File: src/hdl/dpd_pkg.sv
// ----------------------------------------------------------------------------
// Deframer package
// Tag lengths, result kinds, phase codes and the result beat type.
// ----------------------------------------------------------------------------
`default_nettype none

package dpd_pkg;

  localparam int START_TAG_LEN = 4;
  localparam int END_TAG_LEN   = 4;
  localparam int LENGTH_BYTES  = 4;

  localparam logic [1:0] START_LAST  = 2'(START_TAG_LEN - 1);
  localparam logic [1:0] END_LAST    = 2'(END_TAG_LEN - 1);
  localparam logic [1:0] LENGTH_LAST = 2'(LENGTH_BYTES - 1);

  localparam logic [1:0] KIND_DATA   = 2'd0;
  localparam logic [1:0] KIND_ACCEPT = 2'd1;
  localparam logic [1:0] KIND_DROP   = 2'd2;

  localparam logic [0:0] REG_START_BYTE = 1'b0;
  localparam logic [0:0] REG_END_BYTE   = 1'b1;

  typedef enum logic [4:0] {
    PH_START  = 5'b00001,
    PH_MODE   = 5'b00010,
    PH_LENGTH = 5'b00100,
    PH_DATA   = 5'b01000,
    PH_END    = 5'b10000
  } phase_t;

  typedef struct packed {
    logic [1:0]  kind;
    logic [7:0]  data_byte;
    logic [7:0]  frame_mode;
    logic [31:0] packet_length;
  } res_t;

endpackage

`default_nettype wire

File: src/hdl/delimited_packet_deframer.sv
// ----------------------------------------------------------------------------
// Delimited packet deframer
// Parses start tag, mode, little-endian length, payload and end tag from a
// byte stream; emits payload beats and an accept or drop beat per packet.
// ----------------------------------------------------------------------------
//  channel | valid     | stall     | payload
//  rx      | rx_valid  | rx_stall  | rx_byte
//  res     | res_valid | res_stall | kind, data_byte, frame_mode, packet_length
//
//  One byte per cycle while rx_stall is low: each accepted byte updates the parse
//  state in the same cycle and lands its result, if any, in the output register,
//  or in the skid register when the output register is held.
//  A one-entry skid register holds a result while res_stall is high;
//  rx_stall rises only when that skid entry is full.
//  rst is synchronous: return to the start-tag search, clear the valids, the
//  packet fields and both tag bytes.
// ----------------------------------------------------------------------------
`default_nettype none

module delimited_packet_deframer (
  input  wire logic        clk,
  input  wire logic        rst,
  input  wire logic        cfg_we,
  input  wire logic [0:0]  cfg_index,
  input  wire logic [7:0]  cfg_data,
  input  wire logic        rx_valid,
  output logic             rx_stall,
  input  wire logic [7:0]  rx_byte,
  output logic             res_valid,
  input  wire logic        res_stall,
  output logic [1:0]       kind,
  output logic [7:0]       data_byte,
  output logic [7:0]       frame_mode,
  output logic [31:0]      packet_length
);

  import dpd_pkg::*;

  logic [7:0]  start_byte;
  logic [7:0]  end_byte;

  phase_t      phase, phase_next;
  logic [1:0]  field_index, field_index_next;
  logic        tag_mismatch, tag_mismatch_next;
  logic [7:0]  mode_value, mode_value_next;
  logic [31:0] declared_length, declared_length_next;
  logic [31:0] bytes_remaining, bytes_remaining_next;

  res_t        res_reg;
  res_t        skid;
  logic        skid_valid;
  res_t        res_new;
  logic        res_fire;

  logic        rx_fire;
  logic        res_take;
  logic [31:0] len_acc;
  logic [31:0] rem_dec;
  logic        bad;
  logic [1:0]  start_idx;
  logic        start_mis;

  assign rx_stall = skid_valid;
  assign rx_fire  = rx_valid & ~skid_valid;
  assign res_take = res_valid & ~res_stall;

  assign kind          = res_reg.kind;
  assign data_byte     = res_reg.data_byte;
  assign frame_mode    = res_reg.frame_mode;
  assign packet_length = res_reg.packet_length;

  always_ff @(posedge clk) begin
    if (rst) begin
      start_byte <= '0;
      end_byte   <= '0;
    end else if (cfg_we) begin
      case (cfg_index)
        REG_START_BYTE: start_byte <= cfg_data;
        REG_END_BYTE:   end_byte   <= cfg_data;
        default:        ;
      endcase
    end
  end

  always_comb begin
    phase_next           = phase;
    field_index_next     = field_index;
    tag_mismatch_next    = tag_mismatch;
    mode_value_next      = mode_value;
    declared_length_next = declared_length;
    bytes_remaining_next = bytes_remaining;
    res_fire             = 1'b0;
    res_new              = '{kind: KIND_DATA, data_byte: 8'd0,
                             frame_mode: mode_value, packet_length: declared_length};
    len_acc   = declared_length | (32'(rx_byte) << {field_index, 3'b000});
    rem_dec   = bytes_remaining - 32'd1;
    bad       = 1'b0;
    start_idx = (phase == PH_START) ? field_index : 2'd0;
    start_mis = (phase == PH_START) ? tag_mismatch : 1'b0;
    if (rx_fire) begin
      case (phase)
        PH_MODE: begin
          mode_value_next      = rx_byte;
          declared_length_next = '0;
          field_index_next     = '0;
          phase_next           = PH_LENGTH;
        end
        PH_LENGTH: begin
          declared_length_next = len_acc;
          if (field_index == LENGTH_LAST) begin
            field_index_next     = '0;
            tag_mismatch_next    = 1'b0;
            bytes_remaining_next = len_acc;
            phase_next           = (len_acc == 32'd0) ? PH_END : PH_DATA;
          end else begin
            field_index_next = field_index + 2'd1;
          end
        end
        PH_DATA: begin
          res_fire             = 1'b1;
          res_new.data_byte    = rx_byte;
          bytes_remaining_next = rem_dec;
          if (rem_dec == 32'd0) begin
            field_index_next  = '0;
            tag_mismatch_next = 1'b0;
            phase_next        = PH_END;
          end
        end
        PH_END: begin
          bad = tag_mismatch | (rx_byte != end_byte);
          if (field_index == END_LAST) begin
            res_fire          = 1'b1;
            res_new.kind      = bad ? KIND_DROP : KIND_ACCEPT;
            phase_next        = PH_START;
            field_index_next  = '0;
            tag_mismatch_next = 1'b0;
          end else begin
            tag_mismatch_next = bad;
            field_index_next  = field_index + 2'd1;
          end
        end
        default: begin
          bad = start_mis | (rx_byte != start_byte);
          if (start_idx == START_LAST) begin
            field_index_next  = '0;
            tag_mismatch_next = 1'b0;
            phase_next        = bad ? PH_START : PH_MODE;
          end else begin
            phase_next        = PH_START;
            tag_mismatch_next = bad;
            field_index_next  = start_idx + 2'd1;
          end
        end
      endcase
    end
  end

  always_ff @(posedge clk) begin
    if (rst) begin
      phase           <= PH_START;
      field_index     <= '0;
      tag_mismatch    <= 1'b0;
      mode_value      <= '0;
      declared_length <= '0;
      bytes_remaining <= '0;
    end else begin
      phase           <= phase_next;
      field_index     <= field_index_next;
      tag_mismatch    <= tag_mismatch_next;
      mode_value      <= mode_value_next;
      declared_length <= declared_length_next;
      bytes_remaining <= bytes_remaining_next;
    end
  end

  // output register with one-entry skid
  always_ff @(posedge clk) begin
    if (rst) begin
      res_valid  <= 1'b0;
      skid_valid <= 1'b0;
    end else if (skid_valid) begin
      if (res_take) begin
        res_reg    <= skid;
        skid_valid <= 1'b0;
      end
    end else if (res_fire) begin
      if (!res_valid || res_take) begin
        res_reg   <= res_new;
        res_valid <= 1'b1;
      end else begin
        skid       <= res_new;
        skid_valid <= 1'b1;
      end
    end else if (res_take) begin
      res_valid <= 1'b0;
    end
  end

endmodule

`default_nettype wire

File: config.mk
export PLATFORM = sky130hd
export DESIGN_NAME = delimited_packet_deframer
export DESIGN_NICKNAME = d
export VERILOG_FILES = /design/src/hdl/dpd_pkg.sv /design/src/hdl/delimited_packet_deframer.sv
export SDC_FILE = /design/constraint.sdc
export NUM_CORES = 1
export LEC_CHECK = 0
export ABC_AREA = 0
export ABC_CLOCK_PERIOD_IN_PS = 6210
export BUFFER_PORTS_ARGS = -buffer_cell sky130_fd_sc_hd__clkbuf_2
export CAP_MARGIN = 10
export CORE_UTILIZATION = 40
export CTS_CLUSTER_DIAMETER = 100
export CTS_CLUSTER_SIZE = 10
export DETAILED_ROUTE_END_ITERATION = 8
export RECOVER_POWER = 100
export SYNTH_ARGS = -nofsm -noshare
export SYNTH_HDL_FRONTEND = slang
export SYNTH_SLANG_ARGS = --single-unit
File: constraint.sdc
create_clock -name clk -period 6.21 [get_ports clk]
set_input_delay 0.3105 -clock clk [delete_from_list [all_inputs] [get_ports clk]]
set_output_delay 0.3105 -clock clk [all_outputs]
set_load 0.05 [all_outputs]
# Word level (Yosys, flattened, before mapping)
# Index checks and enable logic that the tools add are counted.
dict set report classes {
  addsub 3
  mul 0
  n_div 0
  order_cmp 0
  eq_ne 14
  shift 1
  muxes 40
  bitwise 11
  n_reduce_logical 21
}
# cell n
set ops {}
lappend ops {{two-way mux 50 bit} 4}
lappend ops {{case mux 32 bit (2 select lines)} 2}
lappend ops {{logical NOT 32 bit} 2}
lappend ops {{two-way mux 32 bit} 1}
lappend ops {{bitwise OR 32 bit} 1}
lappend ops {{<< shifter 8 x 5 -> 32 bit} 1}
lappend ops {{subtractor 32 x 1 -> 32 bit (second input constant)} 1}
lappend ops {{two-way mux 5 bit} 4}
lappend ops {{case mux 5 bit (4 select lines)} 1}
lappend ops {{two-way mux 2 bit} 9}
lappend ops {{inequality test 8 bit} 2}
lappend ops {{AND reduction 4 bit} 4}
lappend ops {{two-way mux 1 bit} 14}
lappend ops {{two-way mux 10 bit} 1}
lappend ops {{AND reduction 2 bit} 5}
lappend ops {{nonzero test 2 bit} 5}
lappend ops {{two-way mux 8 bit} 1}
lappend ops {{inequality test 2 bit (second input constant)} 3}
lappend ops {{inverter 1 bit} 6}
lappend ops {{case mux 2 bit (3 select lines)} 1}
lappend ops {{AND reduction 3 bit} 2}
lappend ops {{equality test 5 x 1 -> 1 bit (second input constant)} 1}
lappend ops {{equality test 5 x 2 -> 1 bit (second input constant)} 1}
lappend ops {{equality test 5 x 3 -> 1 bit (second input constant)} 1}
lappend ops {{12 further kinds} 17}
dict set report word_totals {
  regBits 198
  latch_bits 0
  mem_bits_rw 0
  romBits 0
  n_memories 0
}

# Logic depth before layout (Yosys ltp)
# Gate-level depths: netlist (run 1).
dict set report depth {
  ltp_word 9
  ltp_mapped 10
}

# Worst setup path before layout (run 1)
# Ideal clock, no wire load.
dict set report synth_path {
  path_kind {reg-to-reg}
  start {register skid_valid, in the netlist rx_stall}
  end {register res_reg (netlist bit data_byte[0]) (enable)}
  setup_ns 0.539
  arrival_ns 5.214
  required_time_ns 5.671
  setup_slack_ns 0.457
  path_stages_with_launch 7
  path_buffers 3
  path_cell_list {dfxtp_1 clkbuf_1 nor2b_1 clkbuf_1 clkbuf_1 nand2_1 a221oi_1}
}
dict set report synth_between {
  elab_chain_len 5
  word_cells_on_any_way 7
}
# item line_no
set synth_lines {}
lappend synth_lines {{from (decl)} delimited_packet_deframer.sv:51} ;# logic skid_valid;
lappend synth_lines {{from (signal assigned)} delimited_packet_deframer.sv:180} ;# skid_valid <= 1'b0;
lappend synth_lines {{from (signal assigned)} delimited_packet_deframer.sv:184} ;# skid_valid <= 1'b0;
lappend synth_lines {{from (signal assigned)} delimited_packet_deframer.sv:192} ;# skid_valid <= 1'b1;
lappend synth_lines {{inverter 1 bit (no source line)} --}
lappend synth_lines {{bitwise AND 1 bit} delimited_packet_deframer.sv:64} ;# assign rx_fire = rx_valid & ~skid_valid;
lappend synth_lines {{two-way mux 1 bit} delimited_packet_deframer.sv:100} ;# if (rx_fire) begin
lappend synth_lines {{nonzero test 2 bit (no source line)} --}
lappend synth_lines {{AND reduction 4 bit (no source line) (*)} --}
lappend synth_lines {{to (signal assigned)} delimited_packet_deframer.sv:183} ;# res_reg <= skid;
lappend synth_lines {{to (signal assigned)} delimited_packet_deframer.sv:188} ;# res_reg <= res_new;
lappend synth_lines {{to (decl)} delimited_packet_deframer.sv:49} ;# res_t res_reg;
# Mark *: on every way between the ends. The rest lies on a longest branch, timed or not.
# A chain may end at the register's enable or synchronous reset.

# Worst setup path in the final report (run 1)
dict set report layout_path {
  start {register phase[4]}
  end {register skid[18] in the netlist's numbering (enable)}
}
dict set report layout_between {
  elab_chain_len 4
  word_cells_on_any_way 5
}
# item line_no
set layout_lines {}
lappend layout_lines {{from (decl)} delimited_packet_deframer.sv:42} ;# phase_t phase, phase_next;
lappend layout_lines {{from (signal assigned)} delimited_packet_deframer.sv:167} ;# phase <= phase_next;
lappend layout_lines {{equality test 5 bit / equality test 5 x 4 -> 1 bit (equally long branches)} delimited_packet_deframer.sv:101} ;# case (phase)
lappend layout_lines {{case mux 1 bit (2 select lines) (*)} delimited_packet_deframer.sv:101}
lappend layout_lines {{two-way mux 1 bit (*)} delimited_packet_deframer.sv:100}
lappend layout_lines {{AND reduction 4 bit (no source line) (*)} --}
lappend layout_lines {{to (signal assigned)} delimited_packet_deframer.sv:191} ;# skid <= res_new;
lappend layout_lines {{to (decl)} delimited_packet_deframer.sv:50} ;# res_t skid;
# Marked as above.

==> out/qor.yml, run 1 <==
status: "finished, violations left"
violations: "capacitance limit, slew limit"
gp_congestion: 0.875
cts_root_buffer: "clkbuf_16"
wl_met2_um: 10000
firstDrtPassIters: 7
antenna_left: 0
antenna_found_initial: 0
routed_wl_um: 22400
placed_cells: 1174
areaGrowthSynthToFinish_pct: 11.3
finalHoldViolCount: 0
syn-cell-area_mm2: 0.00898
rsz0062_at_grt: "false"
place_area_mm2: 0.00953
slew_violations: 219
fin_cells: 1206
ios: 74
die_h_um: 152
avgViaCountPerCell: 5.74
routedWlPerCell_um: 18.6
cts_hold_buffers: 0
multi_input_area_mm2: 0.00371
top_layer: "met4"
initial_core_util_pct: 41.0
clkTransAtPathRegs_ps: 80
synth_edf_count: 100
layout-drive-gt1-share_pct: 11.7
core_area_mm2: 0.0219
slew_headroom_pct: -130
syn_nets: 902
dp_hpwl_um: 15200
grt_pass1_vias: 6357
synth.distinct_cells: 65
dieWidth_um: 152
ys.flop_type: "edfxtp_1"
synth-seq-cells: 198
crit_path_end_kind: "flop"
rows: 54
syn_avg_cell_area_um2: 10.2
hold_path.class: "input port to flop"
worstPathArrival_ps: 4270
grt_overflow: 0
fin_nets: 939
register_area_mm2: 0.00496
max_clock_freq_mhz: 234
fin_crit_ps: 4270
fin_setup_tns_ps: 0
synthCells: 876
drv_cap: 4
ir_drop_mv: 0.161
dieArea_mm2: 0.0230
path_class: "flop to flop"
grt_start_max_net_pins: 75
timing.hold.ws_ps: 115
cp_max_fo: 50
layout_common_cells: "a21oi_1, nor2_1, edfxtp_1, dfxtp_1, clkbuf_1"
p_leak_nw: 3.62
ys_async_sr_fraction_pct: 0
period_share_pct: 68.8
worstMarginPinSlew_ps: 3460
cts_setup_buffers: 0
drtIter0Drc: 607
start_kind: "flop"
cts_buffers: 17
power_density_mw_per_mm2: 256
wl_met1_um: 10600
grt_pass1_wl_um: 35800
ctsHtreeMaxLevel: 4
dr_wl_met3_um: 1430
setup_viol: 0
clk_latency_ps: 440
route.detailed.drc: 0
vias: 6920
fin_ws_ps: 1940
skew_ps: 9.61
cts_resized: 0
place_ws_ps: 3050
num-fill-cells: 2097
critPathRequiredTime_ps: 6210
tritoncts: "built"
fin_util_pct: 45.7
cts.sinks: 198
finalPower_mw: 2.56
ys_warn_count: 0
insertedDiodeCount: 0
clock_path_buffers: 2
seq_area_frac_synth_pct: 55.3
design_area_mm2: 0.00999
grt_util_all_layers_pct: 19.4
portBuffers: 73
worst max-delay path, stage by stage, from the launching register on:
cell	delay, ps
dfxtp_1	350
nor3_1	270
nand3b_1	460
buf_4	390
nand2_1	120
nand2_1	120
nor3_2	160
clkbuf_1	1920
power by group:
part	switching (mW)	internal (mW)	leakage, nW
registers	0.00821	1.36	1.65
clock network	0.545	0.540	0.280
logic	0.0697	0.0322	1.70
flip-flops by register name, summed over array words and instances (netlist names), 5 cells and up:
name,flops
phase,5
end_byte,8
frame_mode,8
bytes_remaining,32
data_byte,8
skid,50
declared_length,32
mode_value,8
start_byte,8
packet_length,32
cell type report:
type                       count  share of cell area [%]
sequential                   198                    49.7
multi-input combinational    608                    37.1
clock buffer                  18                    4.29
timing repair buffer          83                    3.61
tap                          280                    3.51
clock inverter                14                    1.60
inverter                       5                   0.188
cells in the mapped netlist, types with 4 or more instances:
master | instances | area [µm²]
nand4_1 | 11 | 68.8
nor3_1 | 26 | 130
xnor2_1 | 17 | 149
mux2_2 | 42 | 473
or4_1 | 5 | 37.5
mux2i_1 | 11 | 110
nor4_1 | 21 | 131
a2111oi_0 | 4 | 35.0
a211oi_1 | 10 | 75.1
nor2b_1 | 9 | 56.3
a21oi_1 | 105 | 526
xor2_1 | 10 | 87.6
o21ai_1 | 11 | 55.1
a22oi_1 | 11 | 82.6
and3_1 | 13 | 81.3
a21o_1 | 12 | 90.1
nand2b_1 | 6 | 37.5
nor2_1 | 105 | 394
buf_2 | 4 | 20.0
nand3b_1 | 5 | 37.5
nand3_1 | 31 | 155
a221oi_1 | 6 | 52.6
o31a_1 | 4 | 35.0
o21ai_0 | 24 | 120
buf_1 | 5 | 18.8
edfxtp_1 | 100 | 3000
or3_1 | 6 | 37.5
dfxtp_1 | 98 | 1960
nand2_1 | 50 | 188
clkbuf_1 | 54 | 203
inv_1 | 5 | 18.8
ha_1 | 4 | 50.1
o22ai_1 | 8 | 50.1
routing by layer:
metal,global-route usage [%],vias to the layer above
li1,-,3308
met4,6.57,0
met5,0,-
met3,4.11,33
met2,29.3,233
met1,27.7,3346
worst paths after layout:
path / depth (start not counted) / to / slack (ps) / startpoint
hold reg to reg: 0 / skid[34] / 460 / mode_value[2]
setup / recovery: 7 / skid[18] / 1940 / phase[4]
hold / removal: 3 / end_byte[4] / 120 / cfg_data[4]
setup reg to reg: 7 / skid[18] / 1940 / phase[4]
logic make-up after synthesis:
family / count (synthesis) / share of synthesized area (%)
simple gates: 307 / 17.2
compound gates: 217 / 14.7
flops: 198 / 55.3
buf+inv: 70 / 3.15
mux: 53 / 6.49
xor+xnor: 27 / 2.63
fa+ha+maj: 4 / 0.557
No activity file was read; power rests on OpenSTA's default activity.
==> run 2: changes to the inputs <==
ABC_CLOCK_PERIOD_IN_PS = 4300   (was 6210)
clock period = 4.3 ns   (was 6.21 ns; I/O delays follow)
==> run 2 against run 1 <==
Effect of this change: clock power up 48%; first-iteration DRC count increased by 3.3%; core utilization rose by 0.074 points; design area grew 0.16%; maximum frequency grew 28%; combinational power increased by 43%; register-to-register slack got worse by 980 ps; final cell count increased by 0.25%; worst setup slack got worse by 980 ps; clock-buffer cell count down 1; the run still ends with capacitance limit, slew limit left; wire length down 0.72%; sequential power rose by 45%.
==> out/qor.yml, run 2 (synthesis gave the netlist of run 1 again) <==
insertedDiodeCount: 0  # unchanged
firstDrtPassIters: 5  # -2
place_area_mm2: 0.00956  # +0.30%
drtIter0Drc: 627  # +3.3%
power_density_mw_per_mm2: 374  # +46%
largest_register_ffs: 50  # unchanged
rows: 54  # unchanged
ff2ff_setup_slack_ps: 950  # -980 ps
layout.cells.most_common: "nor2_1"
critPathRequiredTime_ps: 4500  # -1710 ps
fin_setup_tns_ps: 0  # unchanged
reg2reg_to: "phase[1]"
drv_cap: 2  # -2
clk_latency_ps: 440  # about the same
worstMarginPinSlew_ps: 2890  # -568 ps
clkTransAtPathRegs_ps: 80  # about the same
setup_viol: 0  # unchanged
slew_violations: 67  # -69%
dieArea_mm2: 0.0230  # unchanged
cts_resized: 0  # unchanged
rsz0062_at_grt: "false"
cp_max_fo: 11  # -78%
ios: 74  # unchanged
period_share_pct: 77.8  # +9.0 points
vias: 6789  # -1.9%
clockPowerShare_pct: 43.1  # +0.7 points
max_clock_freq_mhz: 299  # +28%
grt_pass1_wl_um: 35900  # +0.19%
gp_congestion: 0.932  # +6.5%
portBuffers: 73  # unchanged
dp_hpwl_um: 15300  # +0.60%
grt_overflow: 0  # unchanged
tritoncts: "built"
ir_drop_mv: 0.210  # +30%
antenna_found_initial: 0  # unchanged
dieWidth_um: 152  # unchanged
layout-drive-gt1-share_pct: 11.4  # -0.25 points
cts_hold_buffers: 0  # unchanged
core_area_mm2: 0.0219  # unchanged
routedWlPerCell_um: 18.4  # -0.97%
cts_setup_buffers: 0  # unchanged
pwr-share-comb_pct: 3.9  # about the same
grt_start_max_net_pins: 66  # -12%
skew_ps: 15.0  # +5.42 ps
start_kind: "flop"
crit_path_end_kind: "flop"
die_h_um: 152  # unchanged
num-fill-cells: 2108  # +0.52%
fin_crit_ps: 3350  # -927 ps
ctsHtreeMaxLevel: 4  # unchanged
largest-register: "skid"
finalHoldViolCount: 0  # unchanged
initial_core_util_pct: 41.0  # unchanged
design_area_mm2: 0.0100  # +0.16%
clock_path_buffers: 2  # unchanged
cts_buffers: 17  # unchanged
avgViaCountPerCell: 5.62  # -2.1%
cts.sinks: 198  # unchanged
slew_headroom_pct: -92.5  # +38 points
reg2reg_depth: 8  # +1
seqPwrFrac_pct: 53.0  # -0.6 points
fin_nets: 942  # +0.32%
path_class: "flop to flop"
routed_wl_um: 22300  # -0.72%
switchingPower_mw: 0.888  # +43%
sw_frac_of_total_pct: 23.7  # -0.59 points
p_leak_nw: 3.66  # +1.1%
internal_power_mw: 2.85  # +47%
areaGrowthSynthToFinish_pct: 11.5
r2r_start: "bytes_remaining[5]"
route.detailed.drc: 0  # unchanged
grt_pass1_vias: 6434  # +1.2%
violations: "capacitance limit, slew limit"
worstPathArrival_ps: 3550  # -720 ps
antenna_left: 0  # unchanged
crit_end: "phase[1]"
hold_path.class: "input port to flop"
cp-startpoint: "bytes_remaining[5]"
status: "finished, violations left"
layout_common_cells: "nor2_1, a21oi_1, edfxtp_1, dfxtp_1, clkbuf_1"
cts_root_buffer: "clkbuf_16"
grt_util_all_layers_pct: 19.5  # +0.10 points
## run 2: cell count changes in the layout (fill, tap and decap cells not counted), sizes merged
cell / delta
inv: +4
bufinv: +1
clkinvlp: -1
clkinv: -3
buf: +2
## run 2: layout make-up
cell class / instances / area [µm²] / area share (%)
well taps: 280 / 350 / 3.50
flip-flops and latches: 198 / 4960 / 49.6
multi-input cells: 608 / 3700 / 36.9
clock inverters: 15 / 174 / 1.74
repair buffers: 86 / 380 / 3.80
inverters: 5 / 18.8 / 0.188
clock buffers: 17 / 425 / 4.25
## run 2: power groups by stage
stage	clock network (mW)	registers (mW)	logic (mW)
6_report	1.61	1.98	0.146
5_1_grt	1.71	1.98	0.159
4_1_cts	1.64	1.98	0.146
3_5_place_dp	0	2.03	0.145
3_3_place_gp	0	2.03	0.145
2_1_floorplan	0	2.02	0.102
## run 2: worst min path at each step
stage | to | startpoint | slack [ps] | depth (start not counted)
finish | start_byte[7] | cfg_data[7] | 20 | 3
floorplan | start_byte[0] | cfg_data[0] | 360 | 2
global route | end_byte[7] | cfg_data[7] | 20 | 3
detailed placement | skid[33] | mode_value[1] | 440 | 0
CTS | start_byte[4] | cfg_data[4] | 9 | 3
global placement | skid[33] | mode_value[1] | 440 | 0
## run 2: routing by layer
metal | track usage, % | vias up | wire [µm]
met5 | 0 | - | 0
met4 | 6.95 | 0 | 402
met3 | 3.08 | 32 | 1220
met2 | 30.0 | 205 | 9970
met1 | 27.9 | 3223 | 10700
li1 | - | 3329 | -
## run 2: critical path, stage by stage (launching register included)
cell     delay [ps]
dfxtp_1         400
or4_1           700
or4_1           480
or3_1           410
xor2_1          140
nand4_1         150
o22ai_1         530
mux2i_1         250
nor2_1           50
## run 2: through the flow
step,cells,power [mW],util (%),hold slack (ps),setup WS (ps)
2_1_floorplan,876,2.12,-,359,172
5_1_grt,1209,3.85,45.7,24.1,679
3_5_place_dp,1177,2.17,43.7,444,1250
3_3_place_gp,1177,2.17,43.7,436,1360
4_1_cts,1209,3.77,46.4,9.01,1220
6_report,1209,3.74,45.7,24.2,954
==> run 3: changes to the inputs <==
ABC_AREA = 1   (was 0)
ABC_CLOCK_PERIOD_IN_PS = 2800   (was 4300)
clock period = 2.8 ns   (was 4.3 ns; I/O delays follow)
==> run 3 against run 2 <==
Effect of this change: the flow now finishes without violations; maximum frequency increased by 29%; combinational power grew to 4.0 times the previous value; first-iteration DRC count rose by 13%; clock skew fell by 1.2 ps; wire length up 8.6%; die area rose by 3.0%; worst hold slack better by 57 ps; register-to-register slack got worse by 750 ps; via count increased by 16%; design area is 7.1% higher; critical path type unchanged.
==> out/qor.yml, run 3 <==
start_kind: "flop"
cts_buffers: 17  # unchanged
placed_cells: 1462  # +24%
seq_area_frac_synth_pct: 53.7  # -1.6 points
initial_core_util_pct: 40.9  # -0.15 points
largest-register: "skid"
synthCells: 1116  # +27%
syn_nets: 1142  # +27%
worstMarginPinSlew_ps: 1500  # -1390 ps
slowest_delay_ps: 640  # -60 ps
wl_met1_um: 11700  # +9.7%
synth_top_area_cell: "edfxtp_1"
clock_path_buffers: 2  # unchanged
grt_start_max_net_pins: 86  # +30%
avgViaCountPerCell: 5.23  # -6.9%
finalPower_mw: 6.17  # +65%
setup_viol: 0  # unchanged
sw_frac_of_total_pct: 27.4  # +3.6 points
portBuffers: 73  # unchanged
fin_crit_ps: 2600  # -748 ps
yosysMostFrequentCell: "nand2_1"
fin_nets: 1233  # +31%
path_class: "flop to flop"
ir_drop_mv: 0.345  # +64%
switchingPower_mw: 1.69  # +90%
ctsHtreeMaxLevel: 4  # unchanged
grt_pass1_wl_um: 38700  # +8.0%
firstDrtPassIters: 7  # +2
gp_congestion: 0.940  # +0.85%
slew_violations: 0  # -100%
synth_edf_count: 100  # unchanged
routed_wl_um: 24200  # +8.6%
ys_warn_count: 0  # unchanged
power_density_mw_per_mm2: 576  # +54%
drtIter0Drc: 710  # +13%
cts.sinks: 198  # unchanged
synth-seq-cells: 198  # unchanged
largest_register_ffs: 50  # unchanged
rsz0062_at_grt: "false"
hold_path.class: "input port to flop"
critPathRequiredTime_ps: 2880  # -1620 ps
status: "complete, no violations"
max_clock_freq_mhz: 385  # +29%
clkTransAtPathRegs_ps: 80  # about the same
syn_avg_cell_area_um2: 8.29  # -19%
seqPwrFrac_pct: 50.2  # -2.8 points
path_buf_inv: 2  # +2
crit_chain: "ha_1 -> inv_1 -> nor3_1 -> nor2_2 -> nor3_1 -> clkbuf_4"
layout-drive-gt1-share_pct: 9.59  # -1.8 points
pwr-share-comb_pct: 9.4  # +5.5 points
clockPowerShare_pct: 40.4  # -2.7 points
top_layer: "met4"
finalHoldViolCount: 0  # unchanged
insertedDiodeCount: 0  # unchanged
period_share_pct: 92.8  # +15 points
cpLargestDelayFamily: "buffers and inverters"
path_common_cell: "nor3_1"
route.detailed.drc: 0  # unchanged
p_leak_nw: 4.16  # +13%
synth.distinct_cells: 36  # -45%
synth.area.mux_share_pct: 0  # -6.5 points
worstPathArrival_ps: 2670  # -880 ps
yosysTopAreaCellShare_pct: 32.5  # -0.99 points
crit_slowest_cell: "dfxtp_1"
cts_root_buffer: "clkbuf_16"
antenna_left: 0  # unchanged
clk_latency_ps: 440  # about the same
wl_met2_um: 10800  # +8.0%
ios: 74  # unchanged
skew_ps: 13.9  # -1.17 ps
cp_max_fo: 44  # +33
dr_wl_met3_um: 1150  # -5.7%
tritoncts: "built"
fin_cells: 1505  # +24%
vias: 7870  # +16%
syn-cell-area_mm2: 0.00925  # +3.0%
core_area_mm2: 0.0226  # +3.4%
dieWidth_um: 154  # +1.5%
synth-simple-area-share_pct: 21.9  # +4.7 points
grt_overflow: 0  # unchanged
grt_util_all_layers_pct: 21.1  # +1.5 points
synth.top_cells.by_count: "nand2_1, nor2_1, o21ai_0, edfxtp_1, dfxtp_1"
layout_common_cells: "nand2_1, nor2_1, o21ai_0, edfxtp_1, dfxtp_1"
antenna_found_initial: 0  # unchanged
ys.flop_type: "edfxtp_1"
routedWlPerCell_um: 16.1  # -13%
synth_adder_area_share_pct: 0.541  # -0.016 points
synth_xor_area_share_pct: 1.33  # -1.3 points
die_h_um: 154  # +1.5%
drv_cap: 0  # -2
crit_path_end_kind: "flop"
synthTopCellsByArea: "edfxtp_1, dfxtp_1, nand2_1, o21ai_0, nor2_1"
slew_headroom_pct: 0.167  # +93 points
grt_pass1_vias: 7175  # +12%
synth_compound_area_share_pct: 16.4  # +1.7 points
layout.cells.most_common: "nand2_1"
ys_async_sr_fraction_pct: 0  # unchanged
areaGrowthSynthToFinish_pct: 15.8
rows: 55  # +1.9%
synth_top_family_by_area: "simple AND/OR/NAND/NOR gates"
dieArea_mm2: 0.0237  # +3.0%
dp_hpwl_um: 17300  # +13%
internal_power_mw: 4.48  # +57%
-- run 3: cells by family after synthesis --
group           after synthesis
xor+xnor                     14
flops                       198
fa+ha+maj                     4
compound gates              265
buf+inv                     150
simple gates                485
-- run 3: routing by layer --
| layer | vias up | track usage (%) |
|---|---|---|
| met5 | - | 0 |
| met4 | 0 | 8.86 |
| met3 | 42 | 2.93 |
| met2 | 201 | 31.9 |
| met1 | 3640 | 30.1 |
| li1 | 3987 | - |
-- run 3: cell type report --
type	count	area, µm²
fill	2243	11900
sequential	198	4970
multi-input combinational	768	3740
timing repair buffer	118	646
clock buffer	17	425
inverter	104	390
tap	285	357
clock inverter	15	191
-- run 3: metrics by stage --
stage | utilization, % | setup TNS (ps) | setup WS, ps | cell area [µm²] | hold WS (ps)
after global placement | 44.7 | 0 | 361 | 10100 | 402
after floorplan | - | -4730 | -94.5 | 9290 | 275
after CTS | 47.8 | 0 | 274 | 10800 | 64.3
after global routing | 47.3 | 0 | 14.2 | 10700 | 120
after detailed placement | 44.7 | 0 | 323 | 10100 | 407
final | 47.3 | 0 | 202 | 10700 | 81.0
-- run 3: final timing paths --
check                            from   endpoint  slack (ps)  cells after the start
setup / recovery       field_index[1]   skid[31]         200                      6
hold / removal              res_stall  res_valid          80                      4
setup reg to reg       field_index[1]   skid[31]         200                      6
hold reg to reg   declared_length[12]   skid[12]         430                      0
-- run 3: worst register-to-register path, cell delays in order (launching register included) --
cell and delay [ps]:
dfxtp_1 640, ha_1 290, inv_1 70, nor3_1 300, nor2_2 90, nor3_1 220, clkbuf_4 610
-- run 3: power groups by stage --
stage               clock [mW]  combinational [mW]  sequential, mW
global route              2.66               0.640            3.10
floorplan                    0               0.353            3.16
CTS                       2.55               0.563            3.10
finish                    2.49               0.578            3.10
global placement             0               0.547            3.16
detailed placement           0               0.549            3.16
-- run 3: what timing repair did --
action,4_1_cts,5_1_grt
endpoints found under the hold margin,15,0
resized for setup,0,6
hold buffers,8,0
setup buffers,0,3
setup endpoints to repair,0,5
